[src/rtl/core/mf3_pkg.sv]
// ----------------------------------------------------------------------------
// mf3_pkg: shared definitions for the 3x3 median filter
// Register indexes, fixed field widths, parameter defaults and the
// raster position flags that travel from the position counters to the window.
// ----------------------------------------------------------------------------
package mf3_pkg;

    // Parameter defaults.
    localparam int MAX_WIDTH_DEF  = 1024;
    localparam int PIXEL_BITS_DEF = 8;

    // Window geometry.
    localparam int WIN_ROWS = 3;
    localparam int WIN_TAPS = 9;

    // Configuration register widths and port geometry.
    localparam int WIDTH_REG_W  = 11;
    localparam int HEIGHT_REG_W = 12;
    localparam int CFG_DATA_W   = 12;
    localparam int CFG_INDEX_W  = 1;

    // Row counter: rows run up to height + 1 during the flush.
    localparam int ROW_W = 13;

    // Reset values of the configuration registers.
    localparam logic [WIDTH_REG_W-1:0]  WIDTH_RESET  = 11'd1024;
    localparam logic [HEIGHT_REG_W-1:0] HEIGHT_RESET = 12'd1;

    // Register indexes.
    localparam logic [CFG_INDEX_W-1:0] REG_IMAGE_WIDTH  = 1'd0;
    localparam logic [CFG_INDEX_W-1:0] REG_IMAGE_HEIGHT = 1'd1;

    // Position flags of one item, taken from the raster counters.
    typedef struct packed {
        logic row_ge1;   // a row above exists in the image
        logic row_ge2;   // two rows above exist in the image
        logic col_zero;  // item sits in column zero
        logic col_ge2;   // item sits in column two or later
        logic wide;      // image is at least two pixels wide
        logic past_end;  // item lies after the last image row
        logic emit;      // item completes a window
        logic last;      // item completes the window of the final pixel
    } mf3_pos_t;

endpackage

[src/rtl/core/mf3_raster_ctrl.sv]
// ----------------------------------------------------------------------------
// mf3_raster_ctrl: configuration registers and raster position counters
// Holds image width and height, tracks the column and row of the next item
// and derives the position flags that steer the window and the output.
// ----------------------------------------------------------------------------
module mf3_raster_ctrl #(
    parameter int MAX_WIDTH = mf3_pkg::MAX_WIDTH_DEF,
    localparam int COL_W = $clog2(MAX_WIDTH)
) (
    input  logic                            clk,
    input  logic                            rst_n,
    input  logic                            cfg_we,
    input  logic [mf3_pkg::CFG_INDEX_W-1:0] cfg_index,
    input  logic [mf3_pkg::CFG_DATA_W-1:0]  cfg_data,
    input  logic                            accept,
    output logic [COL_W-1:0]                col,
    output mf3_pkg::mf3_pos_t               pos
);

    logic [mf3_pkg::WIDTH_REG_W-1:0]  width_reg;
    logic [mf3_pkg::HEIGHT_REG_W-1:0] height_reg;
    logic [mf3_pkg::WIDTH_REG_W-1:0]  w_eff;
    logic [mf3_pkg::HEIGHT_REG_W-1:0] h_eff;
    logic [COL_W-1:0]                 col_reg;
    logic [COL_W-1:0]                 col_next;
    logic [mf3_pkg::ROW_W-1:0]        row_reg;
    logic [mf3_pkg::ROW_W-1:0]        row_next;
    logic [mf3_pkg::ROW_W-1:0]        h_ext;
    logic                             col_last;

    // Effective geometry: zero counts as one, too wide counts as the maximum.
    always_comb
    begin
        if (width_reg == '0)
            w_eff = mf3_pkg::WIDTH_REG_W'(1);
        else if (32'(width_reg) > MAX_WIDTH)
            w_eff = mf3_pkg::WIDTH_REG_W'(MAX_WIDTH);
        else
            w_eff = width_reg;
        h_eff = (height_reg == '0) ? mf3_pkg::HEIGHT_REG_W'(1) : height_reg;
        h_ext = mf3_pkg::ROW_W'(h_eff);
    end

    // Position flags of the item at the current counters.
    always_comb
    begin
        col_last     = (32'(col_reg) + 32'd1) == 32'(w_eff);
        col          = col_reg;
        pos.row_ge1  = row_reg != '0;
        pos.row_ge2  = row_reg >= mf3_pkg::ROW_W'(2);
        pos.col_zero = col_reg == '0;
        pos.col_ge2  = 32'(col_reg) >= 32'd2;
        pos.wide     = w_eff >= mf3_pkg::WIDTH_REG_W'(2);
        pos.past_end = row_reg >= h_ext;
        pos.emit     = (row_reg >= mf3_pkg::ROW_W'(2))
                     || ((row_reg == mf3_pkg::ROW_W'(1)) && (col_reg != '0));
        pos.last     = (row_reg == h_ext + mf3_pkg::ROW_W'(1)) && (col_reg == '0);
    end

    // Counter advance: restart on a register write or after the final window.
    always_comb
    begin
        col_next = col_reg;
        row_next = row_reg;
        if (cfg_we)
        begin
            col_next = '0;
            row_next = '0;
        end
        else if (accept)
        begin
            if (pos.last)
            begin
                col_next = '0;
                row_next = '0;
            end
            else if (col_last)
            begin
                col_next = '0;
                row_next = row_reg + mf3_pkg::ROW_W'(1);
            end
            else
            begin
                col_next = col_reg + COL_W'(1);
            end
        end
    end

    // Counter registers.
    always_ff @(posedge clk or negedge rst_n)
    begin
        if (!rst_n)
        begin
            col_reg <= '0;
            row_reg <= '0;
        end
        else
        begin
            col_reg <= col_next;
            row_reg <= row_next;
        end
    end

    // Configuration registers.
    always_ff @(posedge clk or negedge rst_n)
    begin
        if (!rst_n)
        begin
            width_reg  <= mf3_pkg::WIDTH_RESET;
            height_reg <= mf3_pkg::HEIGHT_RESET;
        end
        else if (cfg_we)
        begin
            unique case (cfg_index)
                mf3_pkg::REG_IMAGE_WIDTH:
                    width_reg <= cfg_data[mf3_pkg::WIDTH_REG_W-1:0];
                mf3_pkg::REG_IMAGE_HEIGHT:
                    height_reg <= cfg_data[mf3_pkg::HEIGHT_REG_W-1:0];
                default:
                    width_reg <= width_reg;
            endcase
        end
    end

    // The column counter stays inside the current row.
    a_col_in_row: assert property (@(posedge clk) disable iff (!rst_n)
        32'(col_reg) < 32'(w_eff))
        else $error("column counter beyond image width");

    // Rows never run past the flush row.
    a_row_bound: assert property (@(posedge clk) disable iff (!rst_n)
        row_reg <= h_ext + mf3_pkg::ROW_W'(1))
        else $error("row counter beyond flush row");

    // The final window restarts the frame.
    a_restart: assert property (@(posedge clk) disable iff (!rst_n)
        (accept && pos.last && !cfg_we) |=> (col_reg == '0) && (row_reg == '0))
        else $error("counters did not restart after the final window");

endmodule

[config.mk]
export PLATFORM = sky130hd
export DESIGN_NAME = mf3_raster_ctrl
export DESIGN_NICKNAME = d
export VERILOG_FILES = /design/src/rtl/core/mf3_pkg.sv /design/src/rtl/core/mf3_raster_ctrl.sv
export SDC_FILE = /design/constraint.sdc
export NUM_CORES = 1
export LEC_CHECK = 0
export BUFFER_PORTS_ARGS = -buffer_cell sky130_fd_sc_hd__buf_2
export CORE_MARGIN = 1.5
export CORE_UTILIZATION = 24
export DETAILED_ROUTE_END_ITERATION = 10
export MAX_ROUTING_LAYER = met4
export PLACE_DENSITY = 0.43
export SLEW_MARGIN = 20
export SYNTH_ARGS = -nofsm -noshare
export SYNTH_HDL_FRONTEND = slang
export SYNTH_SLANG_ARGS = --single-unit
[constraint.sdc]
create_clock -name clk -period 3.29 [get_ports clk]
set_clock_uncertainty 0.1 [all_clocks]
set_input_delay 0.329 -clock clk [delete_from_list [all_inputs] [get_ports clk]]
set_output_delay 0.329 -clock clk [all_outputs]
set_load 0.05 [all_outputs]
-- After elaboration in Yosys (flattened, before gate mapping)
Cells that the tools add are included.
- register bits after elaboration: 46
- bits in latches: 0
- RAM bits: 0
- bits in read-only memories: 0
- bits of input ports: 17
- output and inout bits: 18
- word-level logic and storage cells: 41
- memories: 0
- add/subtract/negate cells: 4
- $mul: 0
- divide/modulo/power cells: 0
- $lt $le $gt $ge: 5
- equality and inequality tests: 3
- shifts and indexed selects: 0
- multiplexer cells: 11
- bitwise logic cells: 1
- reduce and logical (&&, ||, !) cells: 13
- operator list (operator ; count):
    13-bit 2-to-1 mux ; 4
    10-bit 2-to-1 mux ; 4
    11-bit 2-to-1 mux ; 2
    12-bit by 1-bit adder with 13-bit output (second input constant) ; 1
    13-bit by 1-bit adder with 13-bit output (second input constant) ; 1
    13-bit by 1-bit == test with 1-bit output (second input constant) ; 1
    13-bit == test ; 1
    13-bit by 12-bit greater-or-equal comparator with 1-bit output ; 1
    13-bit by 2-bit greater-or-equal comparator with 1-bit output (second input constant) ; 1
    13-bit nonzero test ; 1
    12-bit logical NOT ; 1
    12-bit 2-to-1 mux ; 1
    10-bit by 1-bit adder with 11-bit output (second input constant) ; 1
    11-bit == test ; 1
    11-bit by 2-bit greater-or-equal comparator with 1-bit output (second input constant) ; 1
    11-bit > comparator (second input constant) ; 1
    11-bit logical NOT ; 1
    10-bit by 1-bit adder with 10-bit output (second input constant) ; 1
    10-bit by 2-bit greater-or-equal comparator with 1-bit output (second input constant) ; 1
    10-bit logical NOT ; 1
    10-bit nonzero test ; 1
    2-bit AND reduction ; 3
    3-bit nonzero test ; 1
    1-bit logical AND ; 2
    3 further kinds ; 3

-- Logic depth before layout (Yosys ltp)
Gate-level depths: netlist of the first run.
- depth after elaboration: 8
- depth in mapped cells: 14
- mapped depth without buffers: 11

-- Least setup slack after synthesis of the first run
OpenSTA, ideal clock, no wires.
- path kind: reg-to-reg
- start point: reg col_reg[0] (netlist: col[0])
- end point: reg row_reg[5] (netlist name)
- library setup time: 0.125 ns
- arrival: 3.011 ns
- required time: 3.065 ns
- path slack: 0.054 ns
- stages on the path, launching flop included: 10
- path buffers: 0
- period minus slack after synthesis: 3.236 ns
- cells stage by stage: dfrtp_1 -> ha_1 -> nand4_2 -> nor4_4 -> nand4_1 -> o31a_1 -> nor4_4 -> nor2_4 -> nor4_1 -> mux2_2
- longest elaborated chain between the ends: 5
- elaborated cells on any way between the ends: 9
- classes of those cells: add/sub (1); eq/ne (1); mux (3); reduce/logical (4)
- RTL lines (element ; line ; source):
    start: declaration ; mf3_raster_ctrl.sv:24 ; logic [COL_W-1:0] col_reg;
    start signal: assignment ; mf3_raster_ctrl.sv:99 ; col_reg <= col_next;
    branches (longest 5 deep; another with 10-bit by 1-bit adder with 11-bit output) ; -- ;
    end signal: assignment ; mf3_raster_ctrl.sv:100 ; row_reg <= row_next;
    end: declaration ; mf3_raster_ctrl.sv:26 ; logic [mf3_pkg::ROW_W-1:0] row_reg;
Several ways; the timed one is not identified. The select of a mux whose other input is x is not followed.
A chain may end at the register's enable or synchronous reset.

==> flow_summary.yaml, run 1 <==
synthesis:
  syn_inst: 364
  ys_warn_count: 0
  syn_nets: 401
  seq_area_frac_synth_pct: 34.0
  postSynthAreaPerCell_um2: 9.31
  synthArstFlopShare_pct: 100
  synth_edf_count: 0
  synthFlopType: "dfrtp_1"
  syn-cell-area_um2: 3390
  synth_top_area_share_pct: 32.5
  synthTopCellsByCount: "dfrtp_1, mux2_2, inv_1"
  synth_largest_area_cell: "dfrtp_1"
  ys_seq_elements: 46
  synth.most_common_cell: "dfrtp_1"
  yosys.area_share.simple_pct: 23.7
  synth_top_family_by_area: "simple AND/OR/NAND/NOR gates"
  synthDistinctLibCells: 56
  synth_compound_area_share_pct: 13.1
  synth_fa_ha_area_share_pct: 7.39
  synth_area_leaders: "dfrtp_1, mux2_2, ha_1"
  synthXorXnorAreaFrac_pct: 7.50
  synthMuxAreaShare_pct: 8.57
routing:
  antenna_left: 0
  route.vias.total: 2920
  vias_per_cell: 4.94
  dr.pass1.iters: 4
  drc: 0
  drt_iter0_drc: 131
  met1_length_um: 4700
  top_layer_used: "met4"
  wire_per_inst_um: 15.7
  wl_met3_um: 286
  finalWirelength_um: 9270
  met2_length_um: 4200
final_layout:
  fillers: 1444
  fin_nets: 447
  final_area_um2: 4080
  syn2layout_area_growth_pct: 20.4
  largest_reg_flops: 13
  multi_input_area_um2: 2110
  drive_gt1_share_pct: 27.5
  diodes: 0
  seq_area_um2: 1150
run_status:
  status: "finished clean"
floorplan:
  die-area_um2: 14800
  core.rowCount: 43
  io_pins: 35
  core_um2: 13800
  initial_utilization_pct: 24.5
  die_w_um: 122
  die_h_um: 122
clocking:
  cts_tree: "done"
  cts_buffer_depth: 2
  clock_latency_ns: 0.28
  cts_inserted_buffers: 5
  clkTransAtPathRegs_ns: 0.06
  clock-root-buffer: "clkbuf_16"
  htree_num_levels: 2
  clock_sinks: 46
critical_path:
  cp.required_ns: 2.86
  crit_type: "register to output pin"
  setup.worst_path.start_class: "register"
  crit_arrival_ns: 2.75
  cp_max_fo: 2
  endpoint_kind: "output pin"
timing:
  maxSlewViolCount: 0
  worst_slew_pin_slew_ns: 0.917
  hold_viol: 0
  fin_ws_ns: 0.107
  slew_headroom_pct: 38.7
  fmax_ghz: 0.314
  timing.final.crit_period_ns: 3.18
  setup_viol: 0
  min_period_over_period_pct: 96.7
  rsz0062_at_grt: "true"
global_routing:
  grt_pass1_vias: 2748
  antenna_found_initial: 0
  grt_pass1_wl_um: 15000
  grt_max_degree: 47
  grt_usage_pct: 13.2
  grt-ovfl-total: 0
placed_design:
  dp_slack_ns: 0.0318
  dpl.hpwl_um: 7160
  placed_area_um2: 3840
  gp_congestion: 0.820
  port-buffer-count: 34
job:
  maxCapViolations: 0
pwr:
  p_leak_uw: 0.00178
  p_per_area_nw_per_um2: 433
  max-vdd-ir-drop_mv: 0.217
hold_path:
  hold_path_class: "primary input to register"
## metrics by stage
stage          hold WS, ns  TNS (ns)  util, %  power (µW)  cells
2_1_floorplan      -0.0666         0        -        1080    364
3_3_place_gp         0.425         0     27.7        1280    579
3_5_place_dp         0.289         0     27.8        1280    579
4_1_cts              0.181         0     28.9        1770    588
5_1_grt              0.184   -0.0389     29.5        1880    591
6_report             0.189         0     29.5        1770    591
## area by class of cell
cell class / instances / share of cell area [%]
multi-input combinational: 275 / 51.6
sequential: 46 / 28.3
timing repair buffer: 59 / 9.05
tap: 180 / 5.52
clock buffer: 6 / 3.16
inverter: 23 / 2.12
clock inverter: 2 / 0.245
## critical path, cell delays in order, from the launching register on
cell,delay (ns)
dfrtp_1,0.40
nor4_2,0.28
a31o_2,0.24
ha_4,0.13
nor2b_1,0.04
o21a_1,0.16
o21a_1,0.16
o21a_1,0.17
o21ai_2,0.15
a21oi_1,0.08
a211o_1,0.23
a211o_1,0.27
buf_6,0.16
## cell usage in the layout, fill, tap and decap left out, types with 8 or more instances in the layout
cell	Yosys	final
inv_1	23	23
a21oi_1	13	13
dfrtp_1	44	44
nor2_1	8	8
nor3_1	10	10
buf_2	3	32
nand2_1	22	22
nand3_1	15	15
nand4_1	11	11
nor4_1	11	8
buf_4	1	25
o21ai_0	22	21
xnor2_1	22	22
mux2_2	24	24
ha_1	20	19
## where the power goes
group / leakage [µW] / switching, µW / internal, µW
clock: 0.0000706 / 204 / 279
combinational: 0.00112 / 360 / 249
sequential: 0.000585 / 55.5 / 620
total: 0.00178 / 619 / 1150
## what timing repair did
action	CTS	global route
hold buffers	1	0
pin swaps	0	8
hold endpoints to repair	35	0
gates resized for setup	4	11
setup endpoints to repair	1	17
setup buffers	0	3
## cell families (layout without fill, tap and decap cells)
| logic type | Yosys count | in the layout |
|---|---|---|
| AOI/OAI and AO/OA | 69 | 69 |
| xor gates and xnor gates | 29 | 29 |
| adders and majority gates | 20 | 20 |
| buffers and inverters | 43 | 90 |
| DFF | 46 | 46 |
| muxes | 26 | 26 |
| and+or+nand+nor | 131 | 131 |
## final timing paths
path                            slack, ns                 startpoint                         end  cells after the start
worst max-delay path                 0.11  height_reg[3]$_DFFE_PN0P_                      pos[2]                     12
worst min-delay path                 0.19               cfg_data[11]  height_reg[11]$_DFFE_PN0P_                      2
worst max register to register       0.21  height_reg[3]$_DFFE_PN0P_     row_reg[12]$_DFFE_PN0P_                     12
worst min register to register       0.44   width_reg[9]$_DFFE_PN0P_    width_reg[9]$_DFFE_PN0P_                      1
max in group asynchronous            2.16                      rst_n  height_reg[11]$_DFFE_PN0P_                      2
min in group asynchronous            0.50                      rst_n          col[2]$_DFFE_PN0P_                      2
## routing by layer
metal  track usage (%)  up-vias
li1                  -     1427
met1              19.1     1431
met2              19.5       56
met3              1.97        6
met4              2.94        0
met5                 -        -
Power figures use the tool's default switching activity.
==> run 2, diff against run 1 <==
==> constraint.sdc (replaced) <==
create_clock -name clk -period 3.29 [get_ports clk]
set_clock_uncertainty 0.1 [all_clocks]
set_input_delay 0.329 -clock clk [delete_from_list [all_inputs] [get_ports clk]]
set_output_delay 0.329 -clock clk [all_outputs]
set_load 0.005 [all_outputs]
==> flow_summary.yaml, run 2 (synthesized netlist as in run 1, its figures left out) <==
job:
  maxCapViolations: 0
final_layout:
  largest_reg_flops: 13
  drive_gt1_share_pct: 27.7
  fillers: 1484
  seq_area_um2: 1150
  fin_nets: 447
  diodes: 0
  final_common_cell: "dfrtp_1"
  final_cell_mix: "dfrtp_1, buf_2, mux2_2, buf_4, inv_1"
  syn2layout_area_growth_pct: 20.1
  multi_input_area_um2: 2100
clocking:
  clock-root-buffer: "clkbuf_16"
  clock_sinks: 46
  clkTransAtPathRegs_ns: 0.07
  htree_num_levels: 2
  cts_tree: "done"
  cts_buffer_depth: 2
  clock_latency_ns: 0.29
  cts_inserted_buffers: 5
critical_path:
  crit_type: "register to output pin"
  cp.required_ns: 2.86
  crit_arrival_ns: 2.72
  endpoint_kind: "output pin"
  setup.worst_path.start_class: "register"
  cp_max_fo: 2
timing:
  timing.final.crit_period_ns: 3.15
  hold_ws_ns: 0.173
  worst_slew_pin_slew_ns: 0.941
  setup_viol: 0
  tns_ns: 0
  rsz0062_at_grt: "false"
  hold_viol: 0
  fmax_ghz: 0.317
  maxSlewViolCount: 0
  slew_headroom_pct: 37.1
  min_period_over_period_pct: 95.9
placed_design:
  dpl.hpwl_um: 7240
  gp_congestion: 0.850
  port-buffer-count: 34
routing:
  wire_per_inst_um: 16.3
  route.vias.total: 2915
  drt_iter0_drc: 165
  drc: 0
  vias_per_cell: 4.93
  finalWirelength_um: 9620
  antenna_left: 0
  dr.pass1.iters: 4
pwr:
  max-vdd-ir-drop_mv: 0.214
  p_per_area_nw_per_um2: 423
  p_leak_uw: 0.00177
floorplan:
  core_um2: 13800
  core.rowCount: 43
  die_w_um: 122
  die-area_um2: 14800
  initial_utilization_pct: 24.5
  die_h_um: 122
  io_pins: 35
run_status:
  status: "finished clean"
hold_path:
  hold_path_class: "primary input to register"
global_routing:
  antenna_found_initial: 0
  grt_max_degree: 47
  grt_pass1_wl_um: 15400
  grt_usage_pct: 13.8
  grt_pass1_vias: 2781
  grt-ovfl-total: 0
[run 2: changes by cell type in the layout (fill, tap and decap cells not counted), sizes merged]
cell	change
inv	+1
clkbuf	-1
clkinv	-2
clkinvlp	+2
nor2	+1
buf	-1
[run 2: area by class of cell]
class,instances,share of cell area (%)
clock buffers,5,3.07
clock inverters,3,0.584
inverters,23,2.12
multi-input cells,276,51.6
flip-flops and latches,46,28.3
well taps,180,5.53
repair buffers,58,8.73
[run 2: layer usage]
layer / routed length, µm / vias to the layer above / global-route usage (%) / part of all wire (%)
met4: 106 / 0 / 3.53 / 1.1
met1: 4800 / 1419 / 19.4 / 50
met2: 4400 / 59 / 20.8 / 46
li1: - / 1430 / - / -
met5: 0 / - / - / 0
met3: 322 / 7 / 2.01 / 3.3
[run 2: worst paths after layout]
check                                           startpoint                          to  slack, ns  cells after the start
max in group asynchronous                            rst_n   height_reg[8]$_DFFE_PN0P_       2.17                      2
worst max register to register  height_reg[10]$_DFFE_PN0P_      row_reg[4]$_DFFE_PN0P_       0.21                     12
min in group asynchronous                            rst_n          col[2]$_DFFE_PN0P_       0.48                      2
worst max-delay path            height_reg[10]$_DFFE_PN0P_                      pos[2]       0.14                     12
worst min-delay path                          cfg_data[11]  height_reg[11]$_DFFE_PN0P_       0.17                      2
worst min register to register    width_reg[9]$_DFFE_PN0P_    width_reg[9]$_DFFE_PN0P_       0.44                      1
[run 2: metrics by stage]
| step | instance area, µm² | setup slack [ns] | total power, µW | instances | util, % |
|---|---|---|---|---|---|
| 4_1_cts | 3990 | 0.0120 | 1720 | 587 | 28.9 |
| 2_1_floorplan | 3390 | 0.197 | 995 | 364 | - |
| 5_1_grt | 4070 | 0.0174 | 1830 | 591 | 29.4 |
| 3_3_place_gp | 3830 | 0.148 | 1190 | 578 | 27.7 |
| 6_report | 4070 | 0.136 | 1720 | 591 | 29.4 |
| 3_5_place_dp | 3830 | 0.0532 | 1190 | 578 | 27.7 |
[run 2: worst max-delay path, cell delays in order (launching register included)]
cell and delay, ns:
dfrtp_1 0.39, nor4_2 0.27, a31o_2 0.24, ha_4 0.13, nor2b_1 0.04, o21a_1 0.17, o21a_1 0.16, o21a_1 0.17
o21ai_2 0.14, a21oi_2 0.07, a211o_1 0.23, a211o_1 0.29, buf_2 0.13
[run 2: repair_timing]
action	in CTS	in global routing
buffers inserted	0	3
pin swaps	0	3
gates cloned	0	1
resized for setup	1	10
endpoints found under the hold margin	44	0
hold buffers	1	0
setup endpoints to repair	1	13
[run 2: where the power goes]
part           total, µW  internal [µW]  switching [µW]
Sequential           673            620            53.6
Combinational        519            247             273
Clock                531            285             246
==> run 3, diff against run 2 <==
--- a/config.mk
+++ b/config.mk
@@ -10,7 +10,6 @@
 export CORE_UTILIZATION = 24
 export DETAILED_ROUTE_END_ITERATION = 10
 export MAX_ROUTING_LAYER = met4
-export PLACE_DENSITY = 0.43
 export SLEW_MARGIN = 20
 export SYNTH_ARGS = -nofsm -noshare
 export SYNTH_HDL_FRONTEND = slang
==> flow_summary.yaml, run 3 (synthesized netlist as in run 1, its figures left out) <==
run_status:
  status: "finished clean"
final_layout:
  fin_nets: 445
  final_cells: 589
  final_area_um2: 4060
  final_common_cell: "dfrtp_1"
  diodes: 0
  largest_reg_flops: 13
  syn2layout_area_growth_pct: 19.8
  final_cell_mix: "dfrtp_1, buf_2, mux2_2"
  drive_gt1_share_pct: 27.4
  fillers: 1418
global_routing:
  antenna_found_initial: 0
  grt_pass1_vias: 2930
  grt_pass1_wl_um: 15100
  grt_max_degree: 47
  grt_usage_pct: 13.2
  grt-ovfl-total: 0
pwr:
  p_per_area_nw_per_um2: 426
  seq_power_share_pct: 39.0
  power.share.switching_pct: 33.3
  max-vdd-ir-drop_mv: 0.251
  combPwrFrac_pct: 30.0
  intPower_uw: 1150
  p_clk_share_pct: 31.0
  p_leak_uw: 0.00178
  p_sw_uw: 575
routing:
  antenna_left: 0
  drt_iter0_drc: 155
  route.vias.total: 2993
  wire_per_inst_um: 16.0
  vias_per_cell: 5.08
  finalWirelength_um: 9430
  dr.pass1.iters: 6
  drc: 0
critical_path:
  setup.worst_path.start_class: "register"
  path_cells: "nor4_2 -> a31o_2 -> ha_2 -> and4_4 -> a21oi_1 -> a311oi_2 -> o21a_1 -> a41o_1 -> buf_4 -> nand2_1 -> and2_1 -> mux2_2"
  cpPeakStageDelay_ns: 0.39
  crit_arrival_ns: 3.28
  critical-path-slowest-cell: "dfrtp_1"
  r2r_cells: 12
  crit_type: "register to register"
  cp_max_fo: 13
  cp.depth: 12
  cp.required_ns: 3.36
  endpoint_kind: "register"
  path_delay_family: "compound AO/OA/AOI/OAI gates"
  cp.buffers_inverters: 1
timing:
  timing.final.crit_period_ns: 3.20
  min_period_over_period_pct: 97.3
  rsz0062_at_grt: "true"
  worst_slew_pin_slew_ns: 0.922
  slew_headroom_pct: 38.4
  fin_ws_ns: 0.0879
  hold_ws_ns: 0.174
  maxSlewViolCount: 0
  hold_viol: 0
  setup_viol: 0
  tns_ns: 0
  fmax_ghz: 0.312
placed_design:
  dp_slack_ns: -0.0129
  port-buffer-count: 34
  dpl.hpwl_um: 7090
  gp_congestion: 0.928
  dp_cells: 577
  placed_area_um2: 3820
floorplan:
  core.rowCount: 43
  die-area_um2: 14800
  die_w_um: 122
  core_um2: 13800
  io_pins: 35
  die_h_um: 122
  initial_utilization_pct: 24.5
clocking:
  clock_sinks: 46
  cts_inserted_buffers: 5
  clock_latency_ns: 0.29
  cts_buffer_depth: 2
  clock-root-buffer: "clkbuf_16"
  clkTransAtPathRegs_ns: 0.07
  cts_tree: "done"
  htree_num_levels: 2
hold_path:
  min_path_cells: 2
  hold_path_class: "primary input to register"
job:
  maxCapViolations: 0
[run 3: final cells by class]
type	count	area, µm²	share of cell area, %
Tap cell	180	225	5.55
Multi-Input combinational cell	275	2090	51.6
Clock inverter	3	28.8	0.709
Sequential cell	46	1150	28.4
Timing Repair Buffer	57	348	8.57
Clock buffer	5	125	3.08
Inverter	23	86.3	2.13
[run 3: worst register-to-register path: stages (launching register included)]
cell and delay (ns):
dfrtp_1 0.39, nor4_2 0.31, a31o_2 0.22, ha_2 0.22
and4_4 0.27, a21oi_1 0.09, a311oi_2 0.30, o21a_1 0.17
a41o_1 0.24, buf_4 0.21, nand2_1 0.13, and2_1 0.19
mux2_2 0.25
[run 3: metrics by stage]
stage / total power [µW] / utilization [%]
finish: 1730 / 29.4
global route: 1820 / 29.4
CTS: 1720 / 28.8
detailed placement: 1190 / 27.6
global placement: 1170 / 27.6
floorplan: 995 / -
[run 3: power groups by stage]
stage	clock [µW]	sequential (µW)	combinational (µW)
final	535	675	519
after global routing	566	683	568
after CTS	545	671	506
after detailed placement	0	682	504
after global placement	0	680	489
after floorplan	0	679	316
[run 3: worst paths after layout]
| kind | startpoint | end | slack [ns] |
|---|---|---|---|
| max in group asynchronous | rst_n | height_reg[1]$_DFFE_PN0P_ | 2.18 |
| setup / recovery | height_reg[10]$_DFFE_PN0P_ | row_reg[5]$_DFFE_PN0P_ | 0.09 |
| hold reg to reg | width_reg[8]$_DFFE_PN0P_ | width_reg[8]$_DFFE_PN0P_ | 0.45 |
| hold / removal | cfg_data[11] | height_reg[11]$_DFFE_PN0P_ | 0.17 |
| min in group asynchronous | rst_n | row_reg[10]$_DFFE_PN0P_ | 0.50 |
| setup reg to reg | height_reg[10]$_DFFE_PN0P_ | row_reg[5]$_DFFE_PN0P_ | 0.09 |
[run 3: what timing repair did]
action	CTS	global route
hold endpoints to repair	0	9
pin swaps	0	6
endpoints found under the setup margin	7	17
buffers inserted	0	3
gates resized for setup	2	10
hold buffers	0	1
[run 3: routing by layer]
metal  vias up  global-route usage (%)  part of all wire [%]
met1      1453                    17.2                    45
met5         -                       -                     0
met3        20                    1.12                   4.5
met2       102                    21.7                    48
li1       1418                       -                     -
met4         0                    4.26                   2.4
